--- src/rtl/pt_pkg.sv ---
// ----------------------------------------------------------------------------
// pt_pkg: shared constants for the primality tester
// Default number width and the constants of the 6k +/- 1 candidate sequence.
// ----------------------------------------------------------------------------
package pt_pkg;

    // Default width of the tested number in bits.
    localparam int unsigned NUM_WIDTH_DEFAULT = 32;

    // The lowest candidate divisor and the step between candidate pairs.
    localparam int unsigned FIRST_CAND = 5;
    localparam int unsigned CAND_STEP  = 6;

    // Offset from the lower to the upper candidate of a pair.
    localparam int unsigned PAIR_GAP = 2;

    // Small primes that are handled before the candidate loop.
    localparam int unsigned SMALL_PRIME_A = 2;
    localparam int unsigned SMALL_PRIME_B = 3;

endpackage

--- src/rtl/pt_divider.sv ---
// ----------------------------------------------------------------------------
// pt_divider: iterative restoring divider
// Produces quotient and remainder of an unsigned division, one bit a cycle.
// ----------------------------------------------------------------------------
module pt_divider #(
    parameter int unsigned NUM_WIDTH = pt_pkg::NUM_WIDTH_DEFAULT
) (
    input  logic                 aclk,
    input  logic                 aresetn,
    input  logic                 start,
    input  logic [NUM_WIDTH-1:0] dividend,
    input  logic [NUM_WIDTH-1:0] divisor,
    output logic                 done,
    output logic [NUM_WIDTH-1:0] quotient,
    output logic [NUM_WIDTH-1:0] remainder
);

    localparam int unsigned CNT_W = $clog2(NUM_WIDTH);
    localparam logic [CNT_W-1:0] LAST_STEP = CNT_W'(NUM_WIDTH - 1);

    logic                 busy_reg, busy_next;
    logic                 done_reg, done_next;
    logic [CNT_W-1:0]     count_reg, count_next;
    logic [NUM_WIDTH-1:0] rem_reg, rem_next;
    logic [NUM_WIDTH-1:0] quo_reg, quo_next;
    logic [NUM_WIDTH-1:0] dvs_reg, dvs_next;

    logic [NUM_WIDTH:0]   trial;
    logic [NUM_WIDTH:0]   diff;
    logic                 fits;

    // The dividend sits in the quotient register and shifts out at the top
    // while quotient bits shift in at the bottom.
    assign trial = {rem_reg, quo_reg[NUM_WIDTH-1]};
    assign diff  = trial - {1'b0, dvs_reg};
    assign fits  = trial >= {1'b0, dvs_reg};

    always_comb begin
        busy_next  = busy_reg;
        done_next  = 1'b0;
        count_next = count_reg;
        rem_next   = rem_reg;
        quo_next   = quo_reg;
        dvs_next   = dvs_reg;
        if (start) begin
            busy_next  = 1'b1;
            count_next = '0;
            rem_next   = '0;
            quo_next   = dividend;
            dvs_next   = divisor;
        end else if (busy_reg) begin
            // The remainder stays below the divisor, so it fits the low bits.
            if (fits) begin
                rem_next = diff[NUM_WIDTH-1:0];
                quo_next = {quo_reg[NUM_WIDTH-2:0], 1'b1};
            end else begin
                rem_next = trial[NUM_WIDTH-1:0];
                quo_next = {quo_reg[NUM_WIDTH-2:0], 1'b0};
            end
            count_next = count_reg + 1'b1;
            if (count_reg == LAST_STEP) begin
                busy_next = 1'b0;
                done_next = 1'b1;
            end
        end
    end

    always_ff @(posedge aclk) begin
        if (!aresetn) begin
            busy_reg  <= 1'b0;
            done_reg  <= 1'b0;
            count_reg <= '0;
        end else begin
            busy_reg  <= busy_next;
            done_reg  <= done_next;
            count_reg <= count_next;
        end
        rem_reg <= rem_next;
        quo_reg <= quo_next;
        dvs_reg <= dvs_next;
    end

    assign done      = done_reg;
    assign quotient  = quo_reg;
    assign remainder = rem_reg;

endmodule

--- src/rtl/primality_tester.sv ---
// ----------------------------------------------------------------------------
// primality_tester: trial-division primality test
// Reports whether an unsigned number is prime, trying the divisor pairs
// 6k - 1 and 6k + 1 on one shared iterative divider.
// ----------------------------------------------------------------------------
//
// Channel   Direction  Ports                          Contents
// s_        in         s_valid, s_ready, s_number     number to test
// m_        out        m_valid, m_ready, m_is_prime   1 if the number is prime
//
// One request at a time; s_ready is high only while the sequencer is idle.
// A prime costs one division by 3, two per candidate pair tried and one that ends the loop
// (10922 pairs for the largest 32-bit prime). Numbers settled without the divider skip the
// divisions; a low m_ready holds the result until it is taken.
// Reset is synchronous and active low; it idles the sequencer and drops m_valid.
//
module primality_tester #(
    parameter int unsigned NUM_WIDTH = pt_pkg::NUM_WIDTH_DEFAULT
) (
    input  logic                 aclk,
    input  logic                 aresetn,
    input  logic                 s_valid,
    output logic                 s_ready,
    input  logic [NUM_WIDTH-1:0] s_number,
    output logic                 m_valid,
    input  logic                 m_ready,
    output logic                 m_is_prime
);

    typedef enum logic [2:0] {
        ST_IDLE,
        ST_CLASSIFY,
        ST_WAIT_THREE,
        ST_WAIT_LOW,
        ST_WAIT_HIGH,
        ST_RESULT
    } state_t;

    localparam logic [NUM_WIDTH-1:0] PRIME_A    = NUM_WIDTH'(pt_pkg::SMALL_PRIME_A);
    localparam logic [NUM_WIDTH-1:0] PRIME_B    = NUM_WIDTH'(pt_pkg::SMALL_PRIME_B);
    localparam logic [NUM_WIDTH-1:0] FIRST_CAND = NUM_WIDTH'(pt_pkg::FIRST_CAND);
    localparam logic [NUM_WIDTH-1:0] CAND_STEP  = NUM_WIDTH'(pt_pkg::CAND_STEP);
    localparam logic [NUM_WIDTH-1:0] PAIR_GAP   = NUM_WIDTH'(pt_pkg::PAIR_GAP);
    localparam logic [NUM_WIDTH-1:0] ONE        = NUM_WIDTH'(1);

    state_t               state_reg, state_next;
    logic [NUM_WIDTH-1:0] number_reg, number_next;
    logic [NUM_WIDTH-1:0] cand_reg, cand_next;
    logic [NUM_WIDTH-1:0] divisor_reg, divisor_next;
    logic                 start_reg, start_next;
    logic                 m_valid_reg, m_valid_next;
    logic                 is_prime_reg, is_prime_next;

    logic                 div_done;
    logic [NUM_WIDTH-1:0] div_quotient;
    logic [NUM_WIDTH-1:0] div_remainder;
    logic                 rem_zero;

    pt_divider #(
        .NUM_WIDTH(NUM_WIDTH)
    ) u_divider (
        .aclk      (aclk),
        .aresetn   (aresetn),
        .start     (start_reg),
        .dividend  (number_reg),
        .divisor   (divisor_reg),
        .done      (div_done),
        .quotient  (div_quotient),
        .remainder (div_remainder)
    );

    assign rem_zero = (div_remainder == '0);

    // The sequencer. Every division is started with a one-cycle pulse and the
    // state waits for the divider's done pulse before deciding the next step.
    always_comb begin
        state_next    = state_reg;
        number_next   = number_reg;
        cand_next     = cand_reg;
        divisor_next  = divisor_reg;
        start_next    = 1'b0;
        m_valid_next  = m_valid_reg;
        is_prime_next = is_prime_reg;
        case (state_reg)
            ST_IDLE: begin
                if (s_valid) begin
                    number_next = s_number;
                    state_next  = ST_CLASSIFY;
                end
            end
            ST_CLASSIFY: begin
                if (number_reg == PRIME_A || number_reg == PRIME_B) begin
                    is_prime_next = 1'b1;
                    m_valid_next  = 1'b1;
                    state_next    = ST_RESULT;
                end else if (number_reg <= ONE || !number_reg[0]) begin
                    // Zero, one and even numbers are not prime.
                    is_prime_next = 1'b0;
                    m_valid_next  = 1'b1;
                    state_next    = ST_RESULT;
                end else begin
                    divisor_next = PRIME_B;
                    start_next   = 1'b1;
                    state_next   = ST_WAIT_THREE;
                end
            end
            ST_WAIT_THREE: begin
                if (div_done) begin
                    if (rem_zero) begin
                        is_prime_next = 1'b0;
                        m_valid_next  = 1'b1;
                        state_next    = ST_RESULT;
                    end else begin
                        cand_next    = FIRST_CAND;
                        divisor_next = FIRST_CAND;
                        start_next   = 1'b1;
                        state_next   = ST_WAIT_LOW;
                    end
                end
            end
            ST_WAIT_LOW: begin
                // The quotient by the lower candidate also gives the loop
                // bound: once the candidate exceeds it, no factor remains.
                if (div_done) begin
                    if (cand_reg > div_quotient) begin
                        is_prime_next = 1'b1;
                        m_valid_next  = 1'b1;
                        state_next    = ST_RESULT;
                    end else if (rem_zero) begin
                        is_prime_next = 1'b0;
                        m_valid_next  = 1'b1;
                        state_next    = ST_RESULT;
                    end else begin
                        divisor_next = cand_reg + PAIR_GAP;
                        start_next   = 1'b1;
                        state_next   = ST_WAIT_HIGH;
                    end
                end
            end
            ST_WAIT_HIGH: begin
                if (div_done) begin
                    if (rem_zero) begin
                        is_prime_next = 1'b0;
                        m_valid_next  = 1'b1;
                        state_next    = ST_RESULT;
                    end else begin
                        cand_next    = cand_reg + CAND_STEP;
                        divisor_next = cand_reg + CAND_STEP;
                        start_next   = 1'b1;
                        state_next   = ST_WAIT_LOW;
                    end
                end
            end
            ST_RESULT: begin
                if (m_ready) begin
                    m_valid_next = 1'b0;
                    state_next   = ST_IDLE;
                end
            end
            default: begin
                m_valid_next = 1'b0;
                state_next   = ST_IDLE;
            end
        endcase
    end

    always_ff @(posedge aclk) begin
        if (!aresetn) begin
            state_reg   <= ST_IDLE;
            start_reg   <= 1'b0;
            m_valid_reg <= 1'b0;
        end else begin
            state_reg   <= state_next;
            start_reg   <= start_next;
            m_valid_reg <= m_valid_next;
        end
        number_reg   <= number_next;
        cand_reg     <= cand_next;
        divisor_reg  <= divisor_next;
        is_prime_reg <= is_prime_next;
    end

    assign s_ready    = (state_reg == ST_IDLE);
    assign m_valid    = m_valid_reg;
    assign m_is_prime = is_prime_reg;

endmodule
--- config.mk ---
export PLATFORM = sky130hd
export DESIGN_NAME = primality_tester
export DESIGN_NICKNAME = d
export VERILOG_FILES = /design/src/rtl/pt_pkg.sv /design/src/rtl/pt_divider.sv /design/src/rtl/primality_tester.sv
export SDC_FILE = /design/constraint.sdc
export NUM_CORES = 1
export LEC_CHECK = 0
export ABC_AREA = 1
export ABC_CLOCK_PERIOD_IN_PS = 4800
export BUFFER_PORTS_ARGS = -buffer_cell sky130_fd_sc_hd__buf_2
export CORE_UTILIZATION = 30
export DETAILED_ROUTE_END_ITERATION = 12
export GPL_ROUTABILITY_DRIVEN = 0
export HOLD_SLACK_MARGIN = 0.15
export SYNTH_ARGS = -nofsm -noshare
export SYNTH_HDL_FRONTEND = slang
export SYNTH_HIERARCHICAL = 1
export SYNTH_SLANG_ARGS = --single-unit
--- constraint.sdc ---
create_clock -name aclk -period 4.8 [get_ports aclk]
set_input_delay 1.2 -clock aclk [delete_from_list [all_inputs] [get_ports aclk]]
set_output_delay 1.2 -clock aclk [all_outputs]
set_load 0.02 [all_outputs]
* After elaboration in Yosys (flattened, before gate mapping)
Cells that the tools add are included.
** Word-level totals
- Flip-flop bits (word level) :: 205
- Word-level logic and storage cells :: 113
- Input bits :: 36
- Output and inout port bits :: 3
** Operators by class
- Equal/unequal tests :: 21
- $lt $le $gt $ge :: 3
- Bitwise operators :: 3
- Mux-type cells :: 51
- Reduce and logical (&&, ||, !) cells :: 18
- $add $sub $neg :: 4
** Operator list (count)
- $mux W32 :: 12
- $pmux W32 S4 :: 1
- $eq A32 B2 Y1 const B :: 2
- $pmux W32 S2 :: 1
- $ge A33 B32 Y1 :: 1
- $add A32 B2 Y32 const B :: 1
- $add A32 B3 Y32 const B :: 1
- $gt A32 B32 Y1 :: 1
- $le A32 B1 Y1 const B :: 1
- $logic_not A32 Y1 :: 1
- $sub A32 B32 Y32 :: 1
- $mux W1 :: 26
- $mux W3 :: 7
- $ne A2 B2 Y1 const B :: 8
- $pmux W3 S5 :: 1
- $reduce_and A10 Y1 :: 1
- $reduce_and A5 Y1 :: 2
- $ne A2 B1 Y1 const B :: 4
- $reduce_and A4 Y1 :: 2
- $eq A3 B2 Y1 const B :: 2
- $eq A3 B3 Y1 const B :: 2
- $pmux W1 S3 :: 2
- $add A5 B1 Y5 const B :: 1
- $eq A5 B5 Y1 const B :: 1
- other kinds (13) :: 18

* Longest topological paths before layout
Gate-level depths: netlist (run 1).
- Depth after elaboration :: 5
- Mapped depth :: 17

* Modules after synthesis
The synthesis (run 1) kept the hierarchy.
** Modules (own cells, without submodules)
- pt_divider :: area each 6807.8 um^2, cells each 1006, seq. area each 2702.6 um^2, times used 1
- primality_tester :: area each 6222.2 um^2, cells each 708, seq. area each 2982.9 um^2, times used 1

* Least setup slack after synthesis (run 1)
Ideal clock, no wire load.
- Path type :: input to register
- Start point :: input port s_valid
- End point :: register number_reg[0] (enable)
- Path buffers :: 0
- Stages on the path :: 2
- Required time :: 4.339 ns
- Slack :: 0.879 ns
- Library setup time :: 0.461 ns
- Data arrival time :: 3.460 ns
- Cells stage by stage :: inv_1 nor3_1
** On the way
- Cells in the longest elaborated chain, start to end :: 1
** RTL lines
- start: declaration :: RTL line primality_tester.sv:22 : input logic s_valid,
- $reduce_and A2 Y1 (no line)
- end signal: assignment :: RTL line primality_tester.sv:177 : number_reg <= number_next;
- end: declaration :: RTL line primality_tester.sv:47 : logic [NUM_WIDTH-1:0] number_reg, number_next;
No other way between the ends.
A chain may end at the register's enable or synchronous reset.

* Final worst setup path (run 1)
- Start point :: register cand_reg[15]
- End point :: register divisor_reg[0] (enable)
** On the way
- Cells in the longest elaborated chain, start to end :: 3
** RTL lines
- start: declaration :: RTL line primality_tester.sv:48 : logic [NUM_WIDTH-1:0] cand_reg, cand_next;
- start signal: assignment :: RTL line primality_tester.sv:178 : cand_reg <= cand_next;
- $gt A32 B32 Y1 :: RTL line primality_tester.sv:125 : if (cand_reg > div_quotient) begin
- $ne A2 B2 Y1 (no line)
- $reduce_and A10 Y1 (no line)
- end signal: assignment :: RTL line primality_tester.sv:179 : divisor_reg <= divisor_next;
- end: declaration :: RTL line primality_tester.sv:49 : logic [NUM_WIDTH-1:0] divisor_reg, divisor_next;
No other way between the ends.

==> results of run 1 <==
## cells by family after synthesis
group | Yosys count | synth area share (%)
other cells | 1 | 0.0288
fa+ha+maj | 68 | 6.59
simple gates | 933 | 31.4
buf+inv | 337 | 10.1
flops | 204 | 43.6
xor+xnor | 25 | 1.68
compound gates | 146 | 6.57
## synthesized netlist by cell type, types with 13 or more instances
cell / number
nand2_1: 577
inv_1: 291
edfxtp_1: 160
nor2_1: 137
nand3_1: 99
ha_1: 67
a21oi_1: 60
dfxtp_1: 44
o21ai_0: 36
nor3_1: 23
clkbuf_1: 16
nand2_2: 16
xnor2_1: 14
inv_2: 13
nand4_1: 13
## metrics by stage
stage | util, % | hold slack (ns)
global route | 34.6 | 0.423
floorplan | - | 0.400
global placement | 32.7 | 0.403
finish | 34.6 | 0.413
CTS | 34.6 | 0.410
detailed placement | 32.7 | 0.405
## where the power goes
group | leakage, nW | switching, mW | internal [mW]
combinational | 4.69 | 1.56 | 0.655
clock | 0.398 | 0.781 | 1.15
sequential | 1.84 | 0.225 | 2.70
total | 6.93 | 2.57 | 4.51
## worst register-to-register path: cells and delay by family (launching register included)
family	cells	cell delay (ns)
adders and majority gates	1	0.34
DFF	1	0.48
and+or+nand+nor	6	0.88
buffers and inverters	2	0.86
## routing by layer
layer	up-vias	global-route usage [%]
met4	0	5.90
met2	269	23.7
li1	5549	-
met1	4845	20.2
met5	-	0
met3	78	2.29
## final cells by class
cell class,count,area [µm²],share of cell area (%)
clock inverters,15,211,1.44
well taps,577,722,4.92
flip-flops and latches,204,5690,38.7
inverters,305,1140,7.79
clock buffers,29,619,4.22
repair buffers,46,250,1.70
diodes,1,2.50,0.0170
multi-input cells,1173,6050,41.2
## how the worst max path moves through the flow
stage	end	startpoint	slack, ns
5_1_grt	divisor_reg[0]$_SDFFCE_PN1P_	cand_reg[29]$_SDFFCE_PN0P_	1.48
3_5_place_dp	divisor_reg[9]$_SDFFCE_PN0P_	cand_reg[29]$_SDFFCE_PN0P_	1.80
3_3_place_gp	divisor_reg[7]$_SDFFCE_PN0P_	cand_reg[3]$_SDFFCE_PN0P_	1.88
2_1_floorplan	number_reg[0]$_DFFE_PP_	s_valid	0.88
6_report	divisor_reg[0]$_SDFFCE_PN1P_	cand_reg[15]$_SDFFCE_PN0P_	1.80
4_1_cts	divisor_reg[0]$_SDFFCE_PN1P_	cand_reg[29]$_SDFFCE_PN0P_	1.76
==> results.md, run 1 <==
- The flow ran to the end, and the final reports show no timing, DRC or antenna violations.
- The global routing usage summed across all routing layers is 14.9%.
- The remaining global-route overflow is 0.
- The cell depth of the worst flop-to-flop path is 9.
- The floorplan has 75 rows.
- The clock buffer count from CTS is 24.
- The synthesized netlist cell count is 1714.
- During synthesis, Yosys emitted a total of 6 warnings.
- The start-to-end type of the worst setup path is reg -> reg.
- In this run the most critical hold path is launched from divisor_reg[18]$_SDFFCE_PN0P_.
- In this run the critical register-to-register path is launched from cand_reg[15]$_SDFFCE_PN0P_.
- The highest fanout seen on the critical path is 32.
- The reg-to-reg setup timing slack is 1.80 ns.
- The via count of the first global-routing pass is 10400.
- The worst pin sits at a relative slew slack of 26.5%.
- The largest delay contributor family on the critical path is simple AND/OR/NAND/NOR gates.
- Summed over all nets, the half-perimeter wirelength after detailed placement is 24700 µm.
- The cell area after technology mapping is 13000 µm².
- The floorplan step defined a core boundary enclosing 42400 µm².
- Max-cap violations in this run came to 0.
- The total negative slack is 0 ns.
- The number of nets in the synthesized netlist is 1818.
- Of the post-synthesis cell area, the dominant cell type holds 36.9%.
- Clock latency on the worst-skew pair, taken at its later pin, is 0.57 ns.
- The clock passes through at most 3 buffers.
- The average wire per cell in the routed design is 13.8 µm.
- The per-instance average area after synthesis is 7.60 µm².
- The number of unique standard cell types used by synthesis is 55.
- The transition time at the pin with the least slew margin is 1.10 ns.
- The standard cell with the maximum stage delay on the critical path is inv_1.
- Summing all non-filler instances in the final layout gives an area of 14700 µm².
- The clock-pin transition on the worst setup and hold timing paths is 0.07 ns.
- The first global-routing pass estimated 52700 µm of wire.
- Before CTS, the worst setup slack after placement is 1.80 ns.
- The number of endpoints failing setup at the final stage is 0.
- Leaving out fill and tap cells, the most frequent cells in the layout are nand2_1, inv_1, edfxtp_1, nor2_1, nand3_1.
- Entering global routing, the biggest net connects 68 pins.
- The element type at the critical path end is a flop.
- The biggest cell delay along the critical path is 0.81 ns.
- The upper clock frequency limit is 333 MHz.
- Once routing completed, OpenROAD measured the worst setup slack at 1.80 ns.
- The endpoint of the most critical register-to-register path is divisor_reg[0]$_SDFFCE_PN1P_.
- The number of nets in the final layout is 1858.
- Pin placement for this block handled 39 I/O pins.
- Counting instances, the worst hold path has a depth of 0.
- Setup repair after global routing left no endpoint under its margin.
- The count of placed standard cells including taps is 2305.
- The number of enable-type register cells in the synthesized netlist is 160.
- The cell taking the most area after synthesis is edfxtp_1.
- The number of buffer cells added on primary ports is 38.
- Summed over all layers, the routed wires come to 32400 µm.
- The number of DRC markers after the initial detailed-route iteration is 915.
- Summed over all cells, the static leakage comes to 6.93 nW.
- The data arrival at the endpoint of the critical path is 3.15 ns.
- The final period utilization is 62.5%.
- In the detailed route, the total length drawn on met3 is 1840 µm.
- The CTS tree is done.
- The starting density of the core is 30.7%.
- For this design the ratio of total power to cell area is 482 nW/µm².
- VDD sags by at most 386 µV.
- The total power is 7.07 mW.
- The routed layout has 10700 vias.
- The most common cell after layout, fill and taps aside is nand2_1.
- The floorplan step set the die height to 210 µm.
- The hold buffer count at CTS is 0.
- By area the synthesized netlist is led by edfxtp_1, nand2_1, inv_1.
- The hold violation count in the final report is 0.
- The number of slew-limit violations in the final report is 0.
- The flip-flop and latch count after synthesis is 204.
- In this run the number of H-tree levels came out at 1.
- The share of final-layout standard cells stronger than drive strength 1 is 9.37%.
- The die area is 44300 µm².
- The worst min-delay path endpoint is u_divider/dvs_reg[18]$_DFFE_PP_.
- The number of filler cells placed in the layout is 4514.
- The most instantiated flip-flop cell in the synthesis netlist is edfxtp_1.
- The path class of the tightest hold or removal check is reg -> reg.
- The wire length on met1 is 15100 µm.
- The final cell count without fillers is 2350.
- The critical path data required time is 4.95 ns.
- The worst path in the final design needs a cycle of 3.00 ns, including I/O delays and setup.
- Walking the worst path, the cells encountered are ha_1 -> nand2_1 -> nor2_1 -> inv_1 -> nor2_1 -> nand4_1 -> nand3_1 -> nand2_1 -> inv_1.
- The sum of met2 wire segment lengths after detailed routing is 14200 µm.
- The die is 210 µm wide.
- The cell count along the critical path is 9.
- Clock tree synthesis selected as its root buffer the cell clkbuf_16.
- The critical path launch point type is a flop.
- The share of the Yosys chip area taken by registers is 43.6%.
- Counting both buffers and inverters, the worst setup path holds a total of 2.
- The clock net sink count is 204.
- The setup fix buffers added after clock tree synthesis is 0.
- The iteration count of the initial detailed-routing pass is 7.
- Compared with the post-synthesis result, the final layout area differs by 12.7%.
- The standard cell area after detailed placement is 13900 µm².
- The highest layer touched by signal routing is met4.
- The share of async-settable or async-resettable flops after synthesis is 0%.
- The post-detailed-route DRC marker count is 0.
- The initial antenna violation count is 1.
- The setup skew after layout is 0.0398 ns.
- The number of instances resized during post-cts repair is 0.
- The vias per cell is 4.57.
- The detail route stage leaves a number of antenna-violating nets equal to 0.
(Power assumes the default switching activity.)
==> run 2: changes to the inputs <==
--- a/config.mk
+++ b/config.mk
@@ -5,8 +5,8 @@
 export SDC_FILE = /design/constraint.sdc
 export NUM_CORES = 1
 export LEC_CHECK = 0
-export ABC_AREA = 1
-export ABC_CLOCK_PERIOD_IN_PS = 4800
+export ABC_AREA = 0
+export ABC_CLOCK_PERIOD_IN_PS = 3100
 export BUFFER_PORTS_ARGS = -buffer_cell sky130_fd_sc_hd__buf_2
 export CORE_UTILIZATION = 30
 export DETAILED_ROUTE_END_ITERATION = 12
==> constraint.sdc (replaced) <==
create_clock -name aclk -period 3.1 [get_ports aclk]
set_input_delay 0.775 -clock aclk [delete_from_list [all_inputs] [get_ports aclk]]
set_output_delay 0.775 -clock aclk [all_outputs]
set_load 0.02 [all_outputs]
==> run 2 against run 1 <==
Final area fell by 8.7%. Clock power rose by 39%. Sequential power rose by 39%. Synthesized cell count fell by 34%. Global-route usage fell by 1.4 points. Die area fell by 9.5%. Fmax rose by 2.8%. Combinational power rose by 43%. Largest cell class is now registers.
==> results.md, run 2 <==
- The remaining number of nets flagged by the antenna check after routing is 0 (unchanged).
- The vias per cell is 5.05 (+11%).
- The initial antenna violation count is 0 (-1).
- The total power came to 9.92 mW (+40%).
- The worst setup path is captured at a flop.
- The class of the tightest hold or removal check is reg -> reg.
- The library cells used most frequently in the layout, excluding fill and tap cells, are edfxtp_1, nor2_1, nand2_1, inv_1, ha_1.
- The post-detailed-route DRC marker count is 0 (unchanged).
- The upper clock frequency limit is 343 MHz (+2.8%).
- The final instance area is 13400 µm² (-8.7%).
- The number of endpoints failing setup at the final stage is 0 (unchanged).
- The clock-pin transition on the worst setup and hold timing paths is 0.07 ns (about the same).
- The final cell count without fillers came to 1708 (-27%).
- Setup repair after global routing left no endpoint under its margin.
- The cell taking the most area after synthesis is edfxtp_1.
- The worst hold-check slack is 0.412 ns (-0.00133 ns).
- The standard cell area after detailed placement is 12700 µm² (-8.6%).
- The horizontal die dimension was 200 µm (-4.9%).
- The remaining global-route overflow is 0 (unchanged).
- The total negative slack was 0 ns (unchanged).
- The cell area power density was 740 nW/µm² (+54%).
- The worst setup margin was 0.182 ns (-1.62 ns).
- The number of nets in the synthesized netlist was 1239 (-32%).
- The floorplan core area is 38700 µm² (-8.7%).
- The share of Yosys cell area claimed by the top area cell type is 40.8% (+3.9 points).
- The fraction of the core area covered by cells at the end of the flow was 34.6% (about the same).
- The number of buffer cells added on primary ports came to 38 (unchanged).
- The estimated wirelength of the detail-placed design is 20500 µm (-17%).
- The starting density of the core is 30.4% (-0.30 points).
- The data arrival at the endpoint of the critical path is 3.12 ns (-0.03 ns).
- The clock buffer count from CTS is 22 (-8.3%).
- The setup skew after layout is 0.0170 ns (-0.0228 ns).
- The final period utilization is 94.1% (+32 points).
- STA classifies the critical path startpoint as a flop.
- The hold violation count in the final report came to 0 (unchanged).
- The first-pass GRT wire length is 44200 µm (-16%).
- The most numerous cell in the Yosys netlist is edfxtp_1.
- The highest ir drop seen on vdd is 528 µV (+37%).
- The y dimension of the die came to 200 µm (-4.9%).
- Sorting the synthesized cells by area gives the leading types as edfxtp_1, dfxtp_1, ha_1.
- TritonCTS built the clock tree.
- The run finished with clean final reports.
- The worst relative slew slack is 52.5% (+26 points).
- The clock period minus final worst setup slack is 2.92 ns (-0.0808 ns).
- The clock net sink count is 204 (unchanged).
- The share of final-layout standard cells stronger than drive strength 1 is 14.2% (+4.8 points).
- The number of DRC markers after the initial detailed-route iteration is 597 (-35%).
- The part of the Yosys area used for sequential elements is 48.3% (+4.6 points).
- The site row count came to 72 (-4.0%).
- The maximum root-to-sink buffer count is 3 (unchanged).
- The global routing usage summed across all routing layers was 13.5% (-1.4 points).
- The count of boundary I/O pins is 39 (unchanged).
- The total number of yosys warnings was 6 (unchanged).
- The leakage power figure was 4.96 nW (-28%).
- The synthesized netlist cell count was 1135 (-34%).
- The tree is rooted in a clkbuf_16.
- Relative to the synthesized area, the layout overhead comes to 13.8%.
- The number of cells traversed by the worst hold path is 0 (unchanged).
- The number of enable-type register cells in the synthesized netlist is 160 (unchanged).
- The number of nets in the final layout is 1278 (-31%).
- The number of max-cap violations was 0 (unchanged).
- The die area is 40100 µm² (-9.5%).
- The hold buffer count at CTS was 0 (unchanged).
- Counting instances in the post-synthesis netlist gives the leading cell types as edfxtp_1, nor2_1, nand2_1.
- The iteration count of the initial detailed-routing pass was 5 (-2).
- The share of async-settable or async-resettable flops after synthesis was 0% (unchanged).
- Among all flip-flop cells after synthesis, the most frequent one is edfxtp_1.
- The worst setup slack before clock tree synthesis is 0.179 ns (-1.62 ns).
- The critical path data required time came to 3.30 ns (-1.65 ns).
- The highest fanout seen on the critical path is 32 (unchanged).
- The per-instance average area after synthesis came to 10.4 µm² (+37%).
- The average wire per cell in the routed design was 16.1 µm (+17%).
- The count of placed standard cells including taps is 1668 (-28%).
- The H-tree depth reported by CTS is 1 (unchanged).
- The cell area after technology mapping is 11800 µm² (-9.6%).
- The overall via count from detail_route is 8633 (-20%).
- The worst setup path is of the reg -> reg kind.
- The final routed wirelength across all metal layers is 27500 µm (-15%).
- The flip-flop and latch count after synthesis was 204 (unchanged).
- The cell depth of the worst flop-to-flop path came to 8 (-1).
- The clock latency at the later pin of the worst-skew pair is 0.51 ns (-0.06 ns).
- The antenna diode count is 0 (-1).
- The number of unique standard cell types used by synthesis is 76 (+38%).
- The most common cell after layout, fill and taps aside is edfxtp_1.
- The number of slew-limit violations in the final report came to 0 (unchanged).
- The transition time at the pin with the least slew margin is 0.694 ns (-0.407 ns).
- The via count of the first global-routing pass came to 8155 (-21%).
- The largest net degree at the start of global routing is 39 (-43%).
## run 2: cell types whose count changed in the layout (fill, tap and decap cells not counted), sizes merged, moves of 18 or more
cell   previous run  this run
mux2i             0        21
nand4            14        37
o21ai            40        58
inv             305        82
buf              46        70
nand2           597        90
o22ai             7        26
xnor2            14        44
xor2             11        33
nor2            153       102
nand3           102        23
mux2              0        32
## run 2: power breakdown
part | total [mW] | internal (mW) | switching, mW
Clock | 2.68 | 1.58 | 1.10
Sequential | 4.06 | 3.67 | 0.390
Combinational | 3.18 | 1.26 | 1.92
## run 2: path summary, 6_finish.rpt
path / startpoint / endpoint / slack [ns]
max: cand_reg[27]$_SDFFCE_PN0P_ / divisor_reg[5]$_SDFFCE_PN0P_ / 0.18
min: divisor_reg[6]$_SDFFCE_PN0P_ / u_divider/dvs_reg[6]$_DFFE_PP_ / 0.41
min reg2reg: divisor_reg[6]$_SDFFCE_PN0P_ / u_divider/dvs_reg[6]$_DFFE_PP_ / 0.41
max reg2reg: cand_reg[27]$_SDFFCE_PN0P_ / divisor_reg[5]$_SDFFCE_PN0P_ / 0.18
## run 2: area by class of cell
| cell class | instances | area [µm²] |
|---|---|---|
| flip-flops and latches | 204 | 5690 |
| repair buffers | 70 | 480 |
| well taps | 518 | 648 |
| clock buffers | 30 | 621 |
| clock inverters | 10 | 121 |
| inverters | 81 | 304 |
| multi-input cells | 795 | 5550 |
| fillers | 3895 | 25300 |
## run 2: worst max-delay path, stage by stage (launching register included)
cell and delay (ns):
edfxtp_1 0.51, ha_1 0.36, a21oi_1 0.14, o21ai_0 0.10, a221oi_1 0.47, nand4_1 0.33, a21o_1 0.27, a31oi_4 0.20
buf_12 0.22
## run 2: metal layers
layer | track usage, % | wire, µm
met5 | 0 | 0
met1 | 19.1 | 13200
met3 | 1.77 | 1320
met4 | 2.99 | 539
met2 | 21.8 | 12500
## run 2: kinds of logic (layout without fill, tap and decap cells)
logic type,after synthesis,in the layout,share of synthesized area (%)
buffers and inverters,136,191,4.87
other,1,1,0.0318
XOR/XNOR,77,77,5.72
AO/OA/AOI/OAI,243,243,13.4
multiplexers,53,53,4.84
flip-flops,204,204,48.3
AND/OR/NAND/NOR,352,352,15.5
adder cells (fa/ha/maj),69,69,7.37
## run 2: what timing repair did
action	in CTS	in global routing
endpoints found under the setup margin	0	2
buffers inserted	0	0
gates resized for setup	0	1
==> run 3: changes to the inputs <==
--- a/config.mk
+++ b/config.mk
@@ -8,10 +8,12 @@
 export ABC_AREA = 0
 export ABC_CLOCK_PERIOD_IN_PS = 3100
 export BUFFER_PORTS_ARGS = -buffer_cell sky130_fd_sc_hd__buf_2
+export CORE_MARGIN = 3
 export CORE_UTILIZATION = 30
 export DETAILED_ROUTE_END_ITERATION = 12
 export GPL_ROUTABILITY_DRIVEN = 0
 export HOLD_SLACK_MARGIN = 0.15
+export SETUP_SLACK_MARGIN = 0.5
 export SYNTH_ARGS = -nofsm -noshare
 export SYNTH_HDL_FRONTEND = slang
 export SYNTH_HIERARCHICAL = 1
==> run 3 against run 2 <==
Cell count is 4.1% higher. Register-to-register slack better by 0.23 ns. Flip-flop and latch count stayed put. Final area is 11% higher. Sequential power is 1% higher. Combinational power is 36% higher. Worst hold slack hardly changed. Clock power is 6% higher. First-iteration DRC count is 46% higher. Via count is 6.0% higher. Non-clock buffer count is 76 higher. Critical endpoint is now divisor_reg[4]$_SDFFCE_PN0P_. Largest power group is now combinational cells.
==> results.md, run 3 (synthesized netlist as in run 2, its figures left out) <==
- The largest net degree at the start of global routing is 36 (-7.7%).
- The global routing usage summed across all routing layers is 13.7% (+0.21 points).
- The highest fanout seen on the critical path was 8 (-75%).
- The vias per cell is 5.15 (+1.8%).
- The via count of the first global-routing pass is 8734 (+7.1%).
- The number of nets in the final layout is 1355 (+6.0%).
- The H-tree depth reported by CTS is 1 (unchanged).
- The estimated wirelength of the detail-placed design is 20400 µm (-0.24%).
- The antenna diode count is 0 (unchanged).
- The clock latency at the later pin of the worst-skew pair is 0.51 ns (about the same).
- The post-detailed-route DRC marker count is 0 (unchanged).
- The cell area power density is 756 nW/µm² (+2.2%).
- The worst relative slew slack is 40.2% (-12 points).
- The path class of the tightest hold or removal check is reg -> reg.
- The number of endpoints failing setup at the final stage is 0 (unchanged).
- The sequential cell area in the final layout is 5690 µm² (unchanged).
- The worst setup path is captured at a flop.
- The count of boundary I/O pins was 39 (unchanged).
- The number of max-cap violations is 0 (unchanged).
- The maximum root-to-sink buffer count is 3 (unchanged).
- The horizontal die dimension is 204 µm (+2.0%).
- The worst setup path is of the reg -> reg kind.
- The site row count is 71 (-1.4%).
- The average wire per cell in the routed design came to 17.0 µm (+5.7%).
- The final routed wirelength across all metal layers is 30300 µm (+10%).
- The hold violation count in the final report is 0 (unchanged).
- The fraction of the core area covered by cells at the end of the flow came to 39.0% (+4.3 points).
- The setup skew after layout is 0.0130 ns (-0.00402 ns).
- In the layout the commonest cells are edfxtp_1, nor2_1, buf_4, nand2_1, inv_1.
- From synthesis to final layout, the design area changed by 26.3%.
- The data arrival at the endpoint of the critical path was 2.92 ns (-0.20 ns).
- The number of slew-limit violations in the final report was 0 (unchanged).
- The remaining number of nets flagged by the antenna check after routing is 0 (unchanged).
- The run finished with clean final reports.
- The clock root buffer is clkbuf_16.
- The first-pass GRT wire length is 46500 µm (+5.2%).
- The CTS tree is done.
- The leakage power figure is 5.44 nW (+9.6%).
- The initial antenna violation count is 0 (unchanged).
- The clock-pin transition on the worst setup and hold timing paths is 0.06 ns (about the same).
- The upper clock frequency limit is 372 MHz (+8.6%).
- The clock net sink count is 204 (unchanged).
- The number of DRC markers after the initial detailed-route iteration is 872 (+46%).
- The floorplan core area is 38200 µm² (-1.4%).
- The transition time at the pin with the least slew margin is 0.894 ns (+0.199 ns).
- The remaining global-route overflow came to 0 (unchanged).
- The clock period minus final worst setup slack came to 2.69 ns (-0.230 ns).
- The iteration count of the initial detailed-routing pass is 5 (unchanged).
- The number of buffer cells added on primary ports is 38 (unchanged).
- STA classifies the critical path startpoint as a flop.
- The worst hold-check slack is 0.412 ns (-0.0000880 ns).
- Leaving out fill and tap cells, the most frequent cell in the layout is edfxtp_1.
- The final cell count without fillers is 1778 (+4.1%).
- The critical path data required time is 3.33 ns (+0.03 ns).
- The count of placed standard cells including taps is 1673 (+0.30%).
- The share of final-layout standard cells stronger than drive strength 1 came to 27.0% (+13 points).
- The starting density of the core is 30.8% (+0.43 points).
- The area of the multi-input gates is 6270 µm² (+13%).
- The die area is 41700 µm² (+4.0%).
- The highest ir drop seen on vdd is 514 µV (-2.6%).
- The total negative slack is 0 ns (unchanged).
- The y dimension of the die is 204 µm (+2.0%).
- Setup repair after global routing could not meet its margin everywhere.
- The final period utilization is 86.7% (-7.4 points).
- The overall via count from detail_route is 9152 (+6.0%).
- The number of filler cells placed in the layout is 3706 (-4.9%).
- The clock buffer count from CTS is 23 (+4.5%).
-- run 3: cell types whose count changed in the layout (fill, tap and decap cells not counted), sizes merged --
cell and change:
clkinvlp +2, buf +74, bufinv +2, inv +3, clkinv -1, clkbuf -3
-- run 3: timing repair --
item	in CTS	in global routing
gates cloned	5	1
hold buffers	0	0
gates resized for setup	66	87
buffers inserted	37	21
setup endpoints to repair	65	68
hold endpoints to repair	0	0
pin swaps	35	58
-- run 3: final timing paths --
check / slack, ns / start / to / depth (start not counted)
max: 0.41 / u_divider/quotient[31]$_DFFE_PP_ / divisor_reg[4]$_SDFFCE_PN0P_ / 12
min: 0.41 / divisor_reg[30]$_SDFFCE_PN0P_ / u_divider/dvs_reg[30]$_DFFE_PP_ / 0
max reg2reg: 0.41 / u_divider/quotient[31]$_DFFE_PP_ / divisor_reg[4]$_SDFFCE_PN0P_ / 12
min reg2reg: 0.41 / divisor_reg[30]$_SDFFCE_PN0P_ / u_divider/dvs_reg[30]$_DFFE_PP_ / 0
-- run 3: routing by layer --
layer	wire length [µm]	GRT usage, %	vias to the layer above	part of all wire, %
met1	13300	18.3	4341	44
met3	1610	1.72	61	5.3
met4	969	4.01	0	3.2
met2	14400	23.4	322	48
li1	-	-	4428	-
met5	0	0	-	0
-- run 3: area by class of cell --
type	count	share of cell area [%]
multi-input combinational	795	42.1
sequential	204	38.2
timing repair buffer	146	8.04
tap	511	4.30
clock buffer	25	3.92
inverter	81	2.06
clock inverter	16	1.34
-- run 3: report_power, final --
| group | total [mW] | internal [mW] | switching (mW) |
|---|---|---|---|
| clock | 2.83 | 1.71 | 1.12 |
| combinational | 4.31 | 1.97 | 2.34 |
| sequential | 4.11 | 3.67 | 0.440 |
| total | 11.3 | 7.35 | 3.90 |
-- run 3: stage by stage --
stage / total power, mW / cell area, µm² / setup WS [ns]
3_3_place_gp: 7.19 / 12800 / 0.183
3_5_place_dp: 7.25 / 12800 / 0.160
5_1_grt: 11.8 / 14900 / 0.325
2_1_floorplan: 6.38 / 11800 / 0.435
4_1_cts: 10.8 / 14400 / 0.423
6_report: 11.3 / 14900 / 0.412
-- run 3: worst max-delay path, cell delays in order, from the launching register on --
cell	delay, ns
edfxtp_1	0.42
buf_6	0.15
inv_4	0.05
ha_4	0.20
and4_4	0.15
a221oi_2	0.27
buf_4	0.18
nand4_1	0.16
a21o_1	0.25
a31oi_4	0.20
buf_12	0.14
buf_12	0.11
buf_16	0.12
